===== config.mk =====
export PLATFORM = sky130hd
export DESIGN_NAME = preemptive_priority_scheduler
export DESIGN_NICKNAME = d
export VERILOG_FILES = /design/src/hdl/pps_pkg.sv /design/src/hdl/pps_cell.sv /design/src/hdl/pps_ctrl.sv /design/src/hdl/preemptive_priority_scheduler.sv
export SDC_FILE = /design/constraint.sdc
export NUM_CORES = 2
export LEC_CHECK = 0
export BUFFER_PORTS_ARGS = -buffer_cell sky130_fd_sc_hd__buf_4
export CAP_MARGIN = 20
export CORE_AREA = 2 2 582 584
export DETAILED_ROUTE_END_ITERATION = 7
export DIE_AREA = 0 0 584 586
export PLACE_DENSITY = 0.48
export SLEW_MARGIN = 20
export SYNTH_ARGS = -nofsm -noshare
export SYNTH_HDL_FRONTEND = slang
export SYNTH_SLANG_ARGS = --single-unit

===== constraint.sdc =====
create_clock -name clk -period 7.6 [get_ports clk]
set_input_delay 0.38 -clock clk [delete_from_list [all_inputs] [get_ports clk]]
set_output_delay 0.38 -clock clk [all_outputs]
set_load 0.01 [all_outputs]

===== src/hdl/pps_pkg.sv =====
// ---------------------------------------------------------------------------
// pps_pkg: shared types and constants for the priority scheduler
// Field widths, cell command and candidate token layouts, controller states.
// ---------------------------------------------------------------------------
package pps_pkg;

    localparam int SLOT_W = 6;   // slot index, covers up to 64 cells
    localparam int CNT_W  = 7;   // loaded/completed counts, up to 64
    localparam int PID_W  = 5;
    localparam int ARR_W  = 16;
    localparam int BUR_W  = 16;
    localparam int PRI_W  = 8;
    localparam int TIME_W = 24;
    localparam int SUM_W  = 28;
    localparam int IN_W   = 40;
    localparam int OUT_W  = 144;

    localparam logic [TIME_W-1:0] TIME_MAX = {TIME_W{1'b1}};
    localparam logic [SUM_W-1:0]  SUM_MAX  = {SUM_W{1'b1}};

    // command kinds carried on s_tuser
    localparam logic CMD_LOAD = 1'b0;
    localparam logic CMD_TICK = 1'b1;

    // best-so-far token passed along the cell row
    typedef struct packed {
        logic              valid;
        logic              found;
        logic [SLOT_W-1:0] idx;
        logic [PRI_W-1:0]  prio;
        logic [ARR_W-1:0]  arrival;
        logic [BUR_W-1:0]  burst;
        logic [BUR_W-1:0]  remaining;
    } cand_t;

    // broadcast from the controller to every cell
    typedef struct packed {
        logic              wr_en;
        logic              dec_en;
        logic [SLOT_W-1:0] slot;
        logic [ARR_W-1:0]  arrival;
        logic [BUR_W-1:0]  burst;
        logic [PRI_W-1:0]  prio;
        logic [CNT_W-1:0]  count;
        logic [TIME_W-1:0] now;
    } cell_cmd_t;

    typedef enum logic [2:0] {
        ST_IDLE,
        ST_SCAN,
        ST_CALC,
        ST_WAIT,
        ST_OUT
    } state_t;

    // result word, first field in the low bits
    function automatic logic [OUT_W-1:0] pack_out(
        input logic              ran,
        input logic [PID_W-1:0]  pid,
        input logic              sw,
        input logic              fin,
        input logic [TIME_W-1:0] ct,
        input logic [TIME_W-1:0] tat,
        input logic [TIME_W-1:0] wt,
        input logic [SUM_W-1:0]  tw,
        input logic [SUM_W-1:0]  tt,
        input logic              done,
        input logic              lerr
    );
        return {6'b0, lerr, done, tt, tw, wt, tat, ct, fin, sw, pid, ran};
    endfunction

endpackage


===== src/hdl/pps_cell.sv =====
// ---------------------------------------------------------------------------
// pps_cell: one process table slot
// Holds one entry, merges it into the passing candidate token and registers
// the token for the next cell.
// ---------------------------------------------------------------------------
module pps_cell #(
    parameter int IDX = 0
) (
    input  logic              clk,
    input  logic              rst_n,
    input  pps_pkg::cell_cmd_t cmd,
    input  pps_pkg::cand_t    cand_in,
    output pps_pkg::cand_t    cand_out
);
    import pps_pkg::*;

    localparam logic [SLOT_W-1:0] MY_SLOT = SLOT_W'(IDX);
    localparam logic [CNT_W-1:0]  MY_CNT  = CNT_W'(IDX);

    logic [ARR_W-1:0] arrival_reg;
    logic [BUR_W-1:0] burst_reg;
    logic [PRI_W-1:0] prio_reg;
    logic [BUR_W-1:0] remaining_reg;
    logic             valid_reg;
    cand_t            cand_reg;
    cand_t            cand_next;
    logic             eligible;
    logic             better;
    logic             hit;

    assign hit = (cmd.slot == MY_SLOT);

    // entry storage: load and one-tick decrement
    always_ff @(posedge clk)
    begin
        if (cmd.wr_en && hit)
        begin
            arrival_reg   <= cmd.arrival;
            burst_reg     <= cmd.burst;
            prio_reg      <= cmd.prio;
            remaining_reg <= cmd.burst;
        end
        else if (cmd.dec_en && hit)
        begin
            remaining_reg <= remaining_reg - BUR_W'(1);
        end
    end

    // compare own entry with the incoming best
    always_comb
    begin
        eligible = (MY_CNT < cmd.count) &&
                   ({{(TIME_W-ARR_W){1'b0}}, arrival_reg} <= cmd.now) &&
                   (remaining_reg != '0);
        better   = !cand_in.found || (prio_reg < cand_in.prio) ||
                   ((prio_reg == cand_in.prio) && (arrival_reg < cand_in.arrival));
        cand_next = cand_in;
        if (eligible && better)
        begin
            cand_next.found     = 1'b1;
            cand_next.idx       = MY_SLOT;
            cand_next.prio      = prio_reg;
            cand_next.arrival   = arrival_reg;
            cand_next.burst     = burst_reg;
            cand_next.remaining = remaining_reg;
        end
    end

    // token stage
    always_ff @(posedge clk or negedge rst_n)
    begin
        if (!rst_n)
        begin
            valid_reg <= 1'b0;
        end
        else
        begin
            valid_reg <= cand_in.valid;
        end
    end

    always_ff @(posedge clk)
    begin
        cand_reg <= cand_next;
    end

    always_comb
    begin
        cand_out       = cand_reg;
        cand_out.valid = valid_reg;
    end

endmodule


===== src/hdl/pps_ctrl.sv =====
// ---------------------------------------------------------------------------
// pps_ctrl: scheduler controller
// Stream handshakes, counters, time, totals and result word assembly.
// ---------------------------------------------------------------------------
module pps_ctrl #(
    parameter int MAX_PROCS = 16
) (
    input  logic                      clk,
    input  logic                      rst_n,
    input  logic                      s_tvalid,
    output logic                      s_tready,
    input  logic [pps_pkg::IN_W-1:0]  s_tdata,
    input  logic                      s_tuser,
    output logic                      m_tvalid,
    input  logic                      m_tready,
    output logic [pps_pkg::OUT_W-1:0] m_tdata,
    output pps_pkg::cell_cmd_t        cmd,
    output pps_pkg::cand_t            launch,
    input  pps_pkg::cand_t            result
);
    import pps_pkg::*;

    localparam logic [CNT_W-1:0] MAX_CNT = CNT_W'(MAX_PROCS);

    state_t            state_reg, state_next;
    logic [CNT_W-1:0]  loaded_reg, loaded_next;
    logic [CNT_W-1:0]  completed_reg, completed_next;
    logic [TIME_W-1:0] time_reg, time_next;
    logic [PID_W-1:0]  last_run_reg, last_run_next;
    logic [SUM_W-1:0]  sum_w_reg, sum_w_next;
    logic [SUM_W-1:0]  sum_t_reg, sum_t_next;
    logic              m_tvalid_reg, m_tvalid_next;
    logic [OUT_W-1:0]  m_tdata_reg, m_tdata_next;
    cand_t             win_reg, win_next;
    logic              fin_reg, fin_next;
    logic [TIME_W-1:0] ct_reg, ct_next;
    logic [TIME_W-1:0] tat_reg, tat_next;
    logic [TIME_W-1:0] wt_reg, wt_next;

    logic [ARR_W-1:0]  in_arrival;
    logic [BUR_W-1:0]  in_burst;
    logic [PRI_W-1:0]  in_prio;
    logic              out_free;
    logic              accept;
    logic [TIME_W-1:0] time_inc;
    logic [PID_W-1:0]  win_pid;
    logic [SUM_W:0]    sum_w_add;
    logic [SUM_W:0]    sum_t_add;

    assign in_arrival = s_tdata[15:0];
    assign in_burst   = s_tdata[31:16];
    assign in_prio    = s_tdata[39:32];
    assign out_free   = !m_tvalid_reg || m_tready;
    assign s_tready   = (state_reg == ST_IDLE) && out_free;
    assign accept     = s_tvalid && s_tready;
    assign m_tvalid   = m_tvalid_reg;
    assign m_tdata    = m_tdata_reg;
    assign time_inc   = (time_reg == TIME_MAX) ? TIME_MAX : time_reg + TIME_W'(1);
    assign win_pid    = PID_W'({1'b0, win_reg.idx} + (SLOT_W+1)'(1));
    assign sum_w_add  = {1'b0, sum_w_reg} + (SUM_W+1)'(wt_reg);
    assign sum_t_add  = {1'b0, sum_t_reg} + (SUM_W+1)'(tat_reg);

    // next state and outputs
    always_comb
    begin
        state_next     = state_reg;
        loaded_next    = loaded_reg;
        completed_next = completed_reg;
        time_next      = time_reg;
        last_run_next  = last_run_reg;
        sum_w_next     = sum_w_reg;
        sum_t_next     = sum_t_reg;
        m_tvalid_next  = m_tvalid_reg && !m_tready;
        m_tdata_next   = m_tdata_reg;
        win_next       = win_reg;
        fin_next       = fin_reg;
        ct_next        = ct_reg;
        tat_next       = tat_reg;
        wt_next        = wt_reg;

        cmd            = '0;
        cmd.slot       = loaded_reg[SLOT_W-1:0];
        cmd.arrival    = in_arrival;
        cmd.burst      = (in_burst == '0) ? BUR_W'(1) : in_burst;
        cmd.prio       = in_prio;
        cmd.count      = loaded_reg;
        cmd.now        = time_reg;
        launch         = '0;

        case (state_reg)
            ST_IDLE:
            begin
                if (accept)
                begin
                    if (s_tuser == CMD_LOAD)
                    begin
                        m_tvalid_next = 1'b1;
                        if (loaded_reg < MAX_CNT)
                        begin
                            cmd.wr_en    = 1'b1;
                            loaded_next  = loaded_reg + CNT_W'(1);
                            m_tdata_next = pack_out(1'b0, PID_W'(loaded_next), 1'b0, 1'b0,
                                                    '0, '0, '0, sum_w_reg, sum_t_reg,
                                                    completed_reg == loaded_next, 1'b0);
                        end
                        else
                        begin
                            m_tdata_next = pack_out(1'b0, '0, 1'b0, 1'b0,
                                                    '0, '0, '0, sum_w_reg, sum_t_reg,
                                                    completed_reg == loaded_reg, 1'b1);
                        end
                    end
                    else
                    begin
                        launch.valid = 1'b1;
                        state_next   = ST_SCAN;
                    end
                end
            end
            ST_SCAN:
            begin
                if (result.valid)
                begin
                    win_next   = result;
                    state_next = ST_CALC;
                end
            end
            ST_CALC:
            begin
                time_next  = time_inc;
                ct_next    = time_inc;
                tat_next   = time_inc - TIME_W'(win_reg.arrival);
                fin_next   = win_reg.found && (win_reg.remaining == BUR_W'(1));
                cmd.dec_en = win_reg.found;
                cmd.slot   = win_reg.idx;
                state_next = ST_WAIT;
            end
            ST_WAIT:
            begin
                wt_next    = (tat_reg >= TIME_W'(win_reg.burst)) ?
                             tat_reg - TIME_W'(win_reg.burst) : '0;
                state_next = ST_OUT;
            end
            ST_OUT:
            begin
                if (out_free)
                begin
                    if (fin_reg)
                    begin
                        completed_next = completed_reg + CNT_W'(1);
                        sum_w_next = sum_w_add[SUM_W] ? SUM_MAX : sum_w_add[SUM_W-1:0];
                        sum_t_next = sum_t_add[SUM_W] ? SUM_MAX : sum_t_add[SUM_W-1:0];
                    end
                    if (win_reg.found)
                    begin
                        last_run_next = win_pid;
                    end
                    m_tvalid_next = 1'b1;
                    m_tdata_next  = pack_out(win_reg.found,
                                             win_reg.found ? win_pid : '0,
                                             win_reg.found && (last_run_reg != win_pid),
                                             fin_reg,
                                             fin_reg ? ct_reg : '0,
                                             fin_reg ? tat_reg : '0,
                                             fin_reg ? wt_reg : '0,
                                             sum_w_next, sum_t_next,
                                             completed_next == loaded_reg, 1'b0);
                    state_next    = ST_IDLE;
                end
            end
            default:
            begin
                state_next = ST_IDLE;
            end
        endcase
    end

    // control registers
    always_ff @(posedge clk or negedge rst_n)
    begin
        if (!rst_n)
        begin
            state_reg     <= ST_IDLE;
            loaded_reg    <= '0;
            completed_reg <= '0;
            time_reg      <= '0;
            last_run_reg  <= '0;
            sum_w_reg     <= '0;
            sum_t_reg     <= '0;
            m_tvalid_reg  <= 1'b0;
        end
        else
        begin
            state_reg     <= state_next;
            loaded_reg    <= loaded_next;
            completed_reg <= completed_next;
            time_reg      <= time_next;
            last_run_reg  <= last_run_next;
            sum_w_reg     <= sum_w_next;
            sum_t_reg     <= sum_t_next;
            m_tvalid_reg  <= m_tvalid_next;
        end
    end

    // payload registers
    always_ff @(posedge clk)
    begin
        m_tdata_reg <= m_tdata_next;
        win_reg     <= win_next;
        fin_reg     <= fin_next;
        ct_reg      <= ct_next;
        tat_reg     <= tat_next;
        wt_reg      <= wt_next;
    end

`ifndef SYNTHESIS
    // token leaves the row only while a scan is pending
    a_token_in_scan: assert property (@(posedge clk) disable iff (!rst_n)
        result.valid |-> state_reg == ST_SCAN)
        else $error("candidate token outside scan");

    // never more completions than loads
    a_count_order: assert property (@(posedge clk) disable iff (!rst_n)
        completed_reg <= loaded_reg)
        else $error("completed count exceeds loaded count");

    // decrement only for a found winner, in the calc step
    a_dec_guard: assert property (@(posedge clk) disable iff (!rst_n)
        cmd.dec_en |-> (state_reg == ST_CALC) && win_reg.found)
        else $error("decrement without winner");

    // an accepted tick starts a scan
    a_tick_scan: assert property (@(posedge clk) disable iff (!rst_n)
        (s_tvalid && s_tready && (s_tuser == CMD_TICK)) |=> state_reg == ST_SCAN)
        else $error("tick did not start scan");
`endif

endmodule


===== src/hdl/preemptive_priority_scheduler.sv =====
// ---------------------------------------------------------------------------
// preemptive_priority_scheduler: preemptive priority process scheduler
// A row of MAX_PROCS table cells plus a controller; one result per command.
// ---------------------------------------------------------------------------
// A load word (s_tuser = 0) appends a process and returns its one-based id in
// the next cycle; a full table returns load_error. A tick word (s_tuser = 1)
// sends a candidate token down the row of cells, one cell per cycle, each cell
// keeping the better of its own ready entry and the token (lowest priority
// value, then earlier arrival, then lower slot). After the pass through the
// cell row, the winner goes through the time/turnaround, waiting time and
// totals/result steps; the last step waits until the output is free. One
// command is in flight at a time; the next word is taken only once the
// previous result has left or leaves in the same cycle. Table entries hold no
// reset value; only loaded slots take part in a scan.
module preemptive_priority_scheduler #(
    parameter int MAX_PROCS = 16
) (
    input  logic                      clk,
    input  logic                      rst_n,
    input  logic                      s_tvalid,
    output logic                      s_tready,
    // arrival[15:0], burst[31:16], priority_req[39:32]
    input  logic [pps_pkg::IN_W-1:0]  s_tdata,
    // command: 0 load, 1 tick
    input  logic                      s_tuser,
    output logic                      m_tvalid,
    input  logic                      m_tready,
    // ran[0], proc_id[5:1], switched[6], finished[7], completion_time[31:8],
    // turnaround[55:32], waiting[79:56], total_waiting[107:80],
    // total_turnaround[135:108], all_done[136], load_error[137], zero pad
    output logic [pps_pkg::OUT_W-1:0] m_tdata
);
    import pps_pkg::*;

    cell_cmd_t cmd;
    cand_t     chain [MAX_PROCS+1];

    pps_ctrl #(
        .MAX_PROCS (MAX_PROCS)
    ) u_ctrl (
        .clk      (clk),
        .rst_n    (rst_n),
        .s_tvalid (s_tvalid),
        .s_tready (s_tready),
        .s_tdata  (s_tdata),
        .s_tuser  (s_tuser),
        .m_tvalid (m_tvalid),
        .m_tready (m_tready),
        .m_tdata  (m_tdata),
        .cmd      (cmd),
        .launch   (chain[0]),
        .result   (chain[MAX_PROCS])
    );

    // row of table cells
    for (genvar i = 0; i < MAX_PROCS; i++)
    begin : g_cell
        pps_cell #(
            .IDX (i)
        ) u_cell (
            .clk      (clk),
            .rst_n    (rst_n),
            .cmd      (cmd),
            .cand_in  (chain[i]),
            .cand_out (chain[i+1])
        );
    end

endmodule

; Word-level counts from Yosys, hierarchy flattened
; Cells that the tools add are included.
[classes]
addsub = 24
n_lt_le_gt_ge = 64
n_eq_ne = 45
mux = 83
n_bitwise = 1
reduce_logical = 189
[ops]
columns = cell, count
row1 = $mux 56, 14
row2 = $mux 16, 33
row3 = $mux 144, 3
row4 = $le 16x24->1, 16
row5 = $pmux 144 s2, 1
row6 = $reduce_bool 16->1, 16
row7 = $sub 16x1->16 const B, 16
row8 = $lt 16x16->1, 15
row9 = $mux 138, 1
row10 = $eq 8x8->1, 15
row11 = $lt 8x8->1, 15
row12 = $mux 28, 4
row13 = $logic_and 1x1->1, 99
row14 = $mux 24, 4
row15 = $mux 63, 1
row16 = $add 28x24->29, 2
row17 = $lt 4x7->1 const A, 8
row18 = $eq 6x4->1 const B, 8
row19 = $mux 48, 1
row20 = $sub 24x16->24, 2
row21 = $reduce_bool 2->1, 17
row22 = $logic_or 1x1->1, 31
row23 = $lt 3x7->1 const A, 4
row24 = $mux 7, 4
row25 = other kinds (32), 76
[totals]
regBits = 2287
input_bits = 45
out_inout_bits = 146
word_cells = 599

; Logic depth before layout (Yosys ltp)
[logic_depth]
depth_word = 8
ltp_mapped = 17
ltp_nobuf = 16

; By module
; From an unflattened synthesis, not the netlist that was laid out.
[unflattened]
cells_unflattened = 10677
hier_area_um2 = 114969.0
[by_module_without_submodules]
columns = mod, n_inst, cells_per_inst, area_each_um2, seq_area_each_um2
row1 = pps_ctrl, 1, 1861, 19712.7, 10565.1
row2 = pps_cell at g_cell[0].u_cell, 1, 693, 6819.0, 2967.8
row3 = pps_cell at g_cell[15].u_cell, 1, 682, 6655.1, 2967.8
row4 = pps_cell at g_cell[13].u_cell, 1, 686, 6616.3, 2967.8
row5 = pps_cell at g_cell[1].u_cell, 1, 696, 6606.3, 2967.8
row6 = pps_cell at g_cell[5].u_cell, 1, 690, 6606.3, 2967.8
row7 = pps_cell at g_cell[3].u_cell, 1, 691, 6580.1, 2967.8
row8 = pps_cell at g_cell[7].u_cell, 1, 683, 6576.3, 2967.8
row9 = pps_cell at g_cell[14].u_cell, 1, 687, 6565.0, 2967.8
row10 = pps_cell at g_cell[6].u_cell, 1, 417, 5474.0, 2967.8
row11 = pps_cell at g_cell[2].u_cell, 1, 417, 5450.2, 2967.8
row12 = pps_cell at g_cell[9].u_cell, 1, 414, 5370.2, 2967.8
row13 = pps_cell at g_cell[10].u_cell, 1, 413, 5202.5, 2967.8
row14 = pps_cell at g_cell[8].u_cell, 1, 412, 5197.5, 2967.8
row15 = +3 rows, -, -, -, -

; Least setup slack after synthesis
; No wires, ideal clock.
[synth_path]
path_type = reg-to-reg
from = reg u_ctrl.state_reg[0]
to = reg u_ctrl.m_tdata_reg[0] (netlist: u_ctrl.m_tdata[0]) (enable)
setup_time_ns = 0.637
arrival_time_ns = 6.505
required_time_ns = 6.963
path_slack_ns = 0.458
path_stages_with_launch = 4
path_buffers = 0
synth_period_minus_slack_ns = 7.142
path_cell_list = dfrtp_1 nor2_1 o21ai_0 nor2_1
[synth_via]
elab_chain_cells = 5
elab_cells_between_ends = 9
cone_classes = 4 x eq/ne / 5 x reduce/logical
[synth_rtl]
columns = element, line_no
row1 = start: declaration, pps_ctrl.sv:25  ; state_t state_reg, state_next;
row2 = start signal: assignment, pps_ctrl.sv:194  ; state_reg <= state_next;
row3 = $logic_not 3->1, "pps_ctrl.sv:54, pps_ctrl.sv:90"
row4 = $logic_and 1x1->1, pps_ctrl.sv:54  ; assign s_tready = (state_reg == ST_IDLE) && out_free;
row5 = $logic_and 1x1->1, pps_ctrl.sv:55  ; assign accept = s_tvalid && s_tready;
row6 = $ne 2x1->1 (no source line), -
row7 = $reduce_and 4->1 (no source line) *, -
row8 = end signal: assignment, pps_ctrl.sv:208  ; m_tdata_reg <= m_tdata_next;
row9 = end: declaration, pps_ctrl.sv:33  ; logic [OUT_W-1:0] m_tdata_reg, m_tdata_next;
; Mark *: on every way between the ends. The rest lies on a longest branch, timed or not.
; A chain may end at the register's enable or synchronous reset.

; Worst setup path after layout
[layout_path]
from = reg u_ctrl.state_reg[2]
to = reg g_cell[1].u_cell.remaining_reg[11], data pin
[layout_via]
elab_chain_cells = 7
elab_cells_between_ends = 10
cone_classes = 2 x eq/ne / 4 x mux / 4 x reduce/logical
[layout_rtl]
columns = element, line_no
row1 = branches (longest 5 deep; another with $mux 7), -
row2 = $logic_and 1x1->1 *, pps_cell.sv:36  ; if (cmd.wr_en && hit)
row3 = $mux 16 *, pps_cell.sv:36
row4 = end signal: assignment, pps_cell.sv:41  ; remaining_reg <= cmd.burst;
row5 = end signal: assignment, pps_cell.sv:45  ; remaining_reg <= remaining_reg - BUR_W'(1);
row6 = end: declaration, pps_cell.sv:23  ; logic [BUR_W-1:0] remaining_reg;
; Every way passes the cells marked *.

==> flow_summary.rst <==
.. list-table::
   :header-rows: 1

   * - Metric
     - Value
   * - Post-synthesis cell type with the largest combined area
     - edfxtp_1
   * - Cell area power density
     - 219 nW/µm²
   * - Required time of the critical path
     - 8.22 ns
   * - Clock network latency to the later pin of the worst-skew pair
     - 0.90 ns
   * - Logic depth of the worst register-to-register path
     - 10
   * - Number of enable-type register cells in the synthesized netlist
     - 1,160
   * - Worst-path fanout max
     - 37
   * - Global-route wire length before repair
     - 357,000 µm
   * - Initial cell density of the core
     - 28.9%
   * - Clk root buf
     - clkbuf_16
   * - DR vias/cell
     - 4.55
   * - Worst Setup EP
     - g_cell[1].u_cell.remaining_reg[11]
   * - Number of storage elements in the synthesis netlist
     - 2,232
   * - Max reg flops
     - 953
   * - Ratio of final minimum period to clock period
     - 64.8%
   * - Number of sinks on the clock net
     - 2,232
   * - Pin slew with the least headroom to its limit
     - 1.17 ns
   * - Std-Cell Core Area
     - 336,000 µm²
   * - Power share of the combinational group
     - 0.8%
   * - Fraction of final layout cells sized beyond drive strength 1
     - 19.0%
   * - Combinational family with the most area after synthesis
     - multiplexers
   * - Total clock buffers created by CTS
     - 233
   * - RSZ-0062 raised after global routing
     - no
   * - Internal Pwr Total
     - 19.5 mW
   * - Wire length reported by the detailed router
     - 232,000 µm
   * - Post-Synth Simple-Gate Area
     - 8.63%
   * - Startpoint class of the critical path
     - flop
   * - Final number of setup-violating endpoints
     - 0
   * - Fin Setup TNS
     - 0 ns
   * - Synthesized-area fraction occupied by xor and xnor cells
     - 2.79%
   * - Kind of critical path
     - flop to flop
   * - Number of port buffers
     - 184
   * - Fraction of synthesized cell area taken by the top area cell type
     - 35.8%
   * - Number of antenna violations at the first check in global routing
     - 6
   * - Setup crit start
     - u_ctrl.state_reg[2]
   * - Sum of overflow across all layers after global routing
     - 0
   * - Routed length per placed instance
     - 18.3 µm
   * - ANT nets after route
     - 0
   * - Count of pins on the block boundary
     - 191
   * - NetSw
     - 4.99 mW
   * - Proportion of synthesized chip area in sequential cells
     - 58.5%
   * - Worst Hold Slack
     - 0.104 ns
   * - Peak ir drop on the vdd network
     - 0.000182 V
   * - CTS Buffer Depth
     - 4
   * - Filler cell count in the final layout
     - 32,989
   * - Sort of element at the end of the critical path
     - flop
   * - Multi-input gate area in the final layout
     - 37,400 µm²
   * - Aggregate global-route resource usage
     - 13.4%
   * - Time the worst path needs with I/O delays and setup
     - 4.93 ns
   * - Via count
     - 57,754
   * - Number of nets in the layout
     - 8,835
   * - Register share of total power
     - 51.4%
   * - Worst hold path cell count
     - 1
   * - Critical path data arrival time
     - 5.55 ns
   * - Worst reg2reg setup slack
     - 2.67 ns
   * - Final Wtd Congestion
     - 0.853
   * - Setup slack after placement
     - 2.81 ns
   * - Synthesis Warnings
     - 0
   * - Clock H-tree levels
     - 4
   * - Area of the die
     - 342,000 µm²
   * - TritonCTS clock tree
     - yes
   * - Clock-pin slew of the registers on the worst-case setup and hold paths
     - 0.06 ns
   * - Share of total power in the clock network
     - 47.7%
   * - Final HPWL DP
     - 167,000 µm
   * - Maximum clock rate
     - 0.203 GHz
   * - Count of max-cap constraint violations
     - 0
   * - Largest net degree at the start of global routing
     - 85
   * - Most frequent standard cell in the layout excluding fill and tap cells
     - edfxtp_1
   * - First-pass iteration count of the detailed router
     - 5
   * - Number of global-route vias before repair
     - 59,088
   * - Die Y-Extent
     - 586 µm
   * - Width of the die
     - 584 µm
   * - Clock skew after layout
     - 0.0702 ns
   * - Synth async-reset ratio
     - 5.33%
   * - Cells after synthesis
     - 7,796
   * - Hold/Removal Path Class
     - primary input to flop
   * - CTS resizes
     - 0
   * - Critical R2R Capture
     - g_cell[1].u_cell.remaining_reg[11]
   * - Top library cells by usage in the layout, fill and taps aside
     - edfxtp_1, dfxtp_1, mux2_2, ha_1, inv_1
   * - Area taken by flip-flops and latches
     - 56,900 µm²
   * - R2R Path Start
     - u_ctrl.state_reg[2]
   * - Max-slew violation count
     - 0
   * - Switching portion of total power
     - 20.3%
   * - Post-synth design cell area
     - 97,200 µm²
   * - Fraction of synthesized area in multiplexers
     - 9.96%
   * - Mean instance size in the synthesized netlist
     - 12.5 µm²
   * - Number of rows in the core area
     - 213
   * - Starting DRC count in detailed routing
     - 3,459
   * - Post-CTS setup buffers
     - 0
   * - Leakage power
     - 44.9 nW
   * - Number of failing hold endpoints at the final stage
     - 0
   * - Synthesis-to-layout area growth
     - 15.5%
   * - Number of distinct standard cells referenced by the synthesized netlist
     - 96
   * - Drt drc
     - 0
   * - Setup slack of the critical path after layout
     - 2.67 ns
   * - Number of buffers added to fix hold violations after cts
     - 32
   * - Worst-case headroom to the max-slew limit
     - 21.7%
   * - Top area cells in the synthesized netlist
     - edfxtp_1, dfxtp_1, mux2_2, ha_1, dfrtp_1
   * - Leading register cell type out of synthesis
     - edfxtp_1
   * - Area fraction in compound gates after synthesis
     - 7.74%
   * - Arithmetic-cell share of the synthesized area counting full adders, half adders and majority gates
     - 9.12%
   * - Outcome
     - finished, final reports clean
power groups by stage:
stage | Combinational [mW] | Clock [mW] | Sequential [mW]
final | 0.201 | 11.7 | 12.6
after global routing | 0.221 | 12.5 | 12.6
after CTS | 0.212 | 12.1 | 12.6
after detailed placement | 0.197 | 0 | 12.9
after global placement | 0.195 | 0 | 12.9
after floorplan | 0.0363 | 0 | 12.9
worst max-delay path, stage by stage (launching register included):
cell and delay, ns:
dfrtp_1 0.53, nor2_1 0.09, nand2_1 0.08, buf_4 0.27, clkinv_2 0.27, nand2_1 0.16
a21boi_0 0.55, nand3_1 0.93, nor2_4 1.04, buf_4 0.54, o21ai_0 0.18
kinds of logic (layout without fill, tap and decap cells):
kind of cell | count (synthesis) | in the layout
AND/OR/NAND/NOR | 1695 | 1695
AO/OA/AOI/OAI | 1215 | 1215
flip-flops | 2232 | 2232
XOR/XNOR | 309 | 309
other | 1 | 12
multiplexers | 860 | 860
adder cells (fa/ha/maj) | 706 | 706
buffers and inverters | 778 | 1259
stage by stage:
| stage | instances | area [µm²] | util, % | total power, mW |
|---|---|---|---|---|
| floorplan | 7801 | 97200 | - | 12.9 |
| global placement | 12217 | 104000 | 30.9 | 13.1 |
| detailed placement | 12221 | 104000 | 31.0 | 13.1 |
| CTS | 12686 | 112000 | 33.4 | 24.9 |
| global route | 12690 | 112000 | 33.4 | 25.4 |
| finish | 12695 | 112000 | 33.4 | 24.5 |
layer usage:
layer / part of all wire (%) / routed length [µm] / global-route usage, % / vias to the layer above
met5: 0.0056 / 13 / 0 / -
met4: 2.9 / 6640 / 4.13 / 2
li1: - / - / - / 28672
met3: 4.5 / 10300 / 2.19 / 346
met2: 42 / 97200 / 20.0 / 1123
met1: 51 / 118000 / 19.6 / 27611
final cells by class:
cell class | count | area share (%)
sequential | 2232 | 50.7
clock inverter | 95 | 0.991
tap | 4407 | 4.91
multi-input combinational | 4791 | 33.4
inverter | 508 | 1.70
clock buffer | 338 | 6.03
antenna | 6 | 0.0134
timing repair buffer | 318 | 2.27
worst min-delay path by stage:
| stage | slack, ns | from | to |
|---|---|---|---|
| 2_1_floorplan | 0.08 | rst_n | g_cell[0].u_cell.valid_reg |
| 3_3_place_gp | 0.34 | g_cell[7].u_cell.valid_reg | g_cell[8].u_cell.valid_reg |
| 3_5_place_dp | 0.34 | g_cell[10].u_cell.valid_reg | g_cell[11].u_cell.valid_reg |
| 4_1_cts | 0.02 | s_tdata[30] | g_cell[2].u_cell.burst_reg[14] |
| 5_1_grt | 0.06 | s_tdata[30] | g_cell[0].u_cell.burst_reg[14] |
| 6_report | 0.10 | s_tdata[30] | g_cell[1].u_cell.burst_reg[14] |
synthesized netlist by cell type, drive strengths merged (83+ instances only):
cell	instances
a21o	189
a21oi	372
and2	150
buf	109
clkbuf	161
dfrtp	119
dfxtp	953
edfxtp	1160
ha	702
inv	508
mux2	849
nand2	402
nand2b	92
nand3	83
nand4	120
nor2	484
nor3	89
o21ai	320
xnor2	208
xor2	101
No activity file was read; power rests on OpenSTA's default activity.
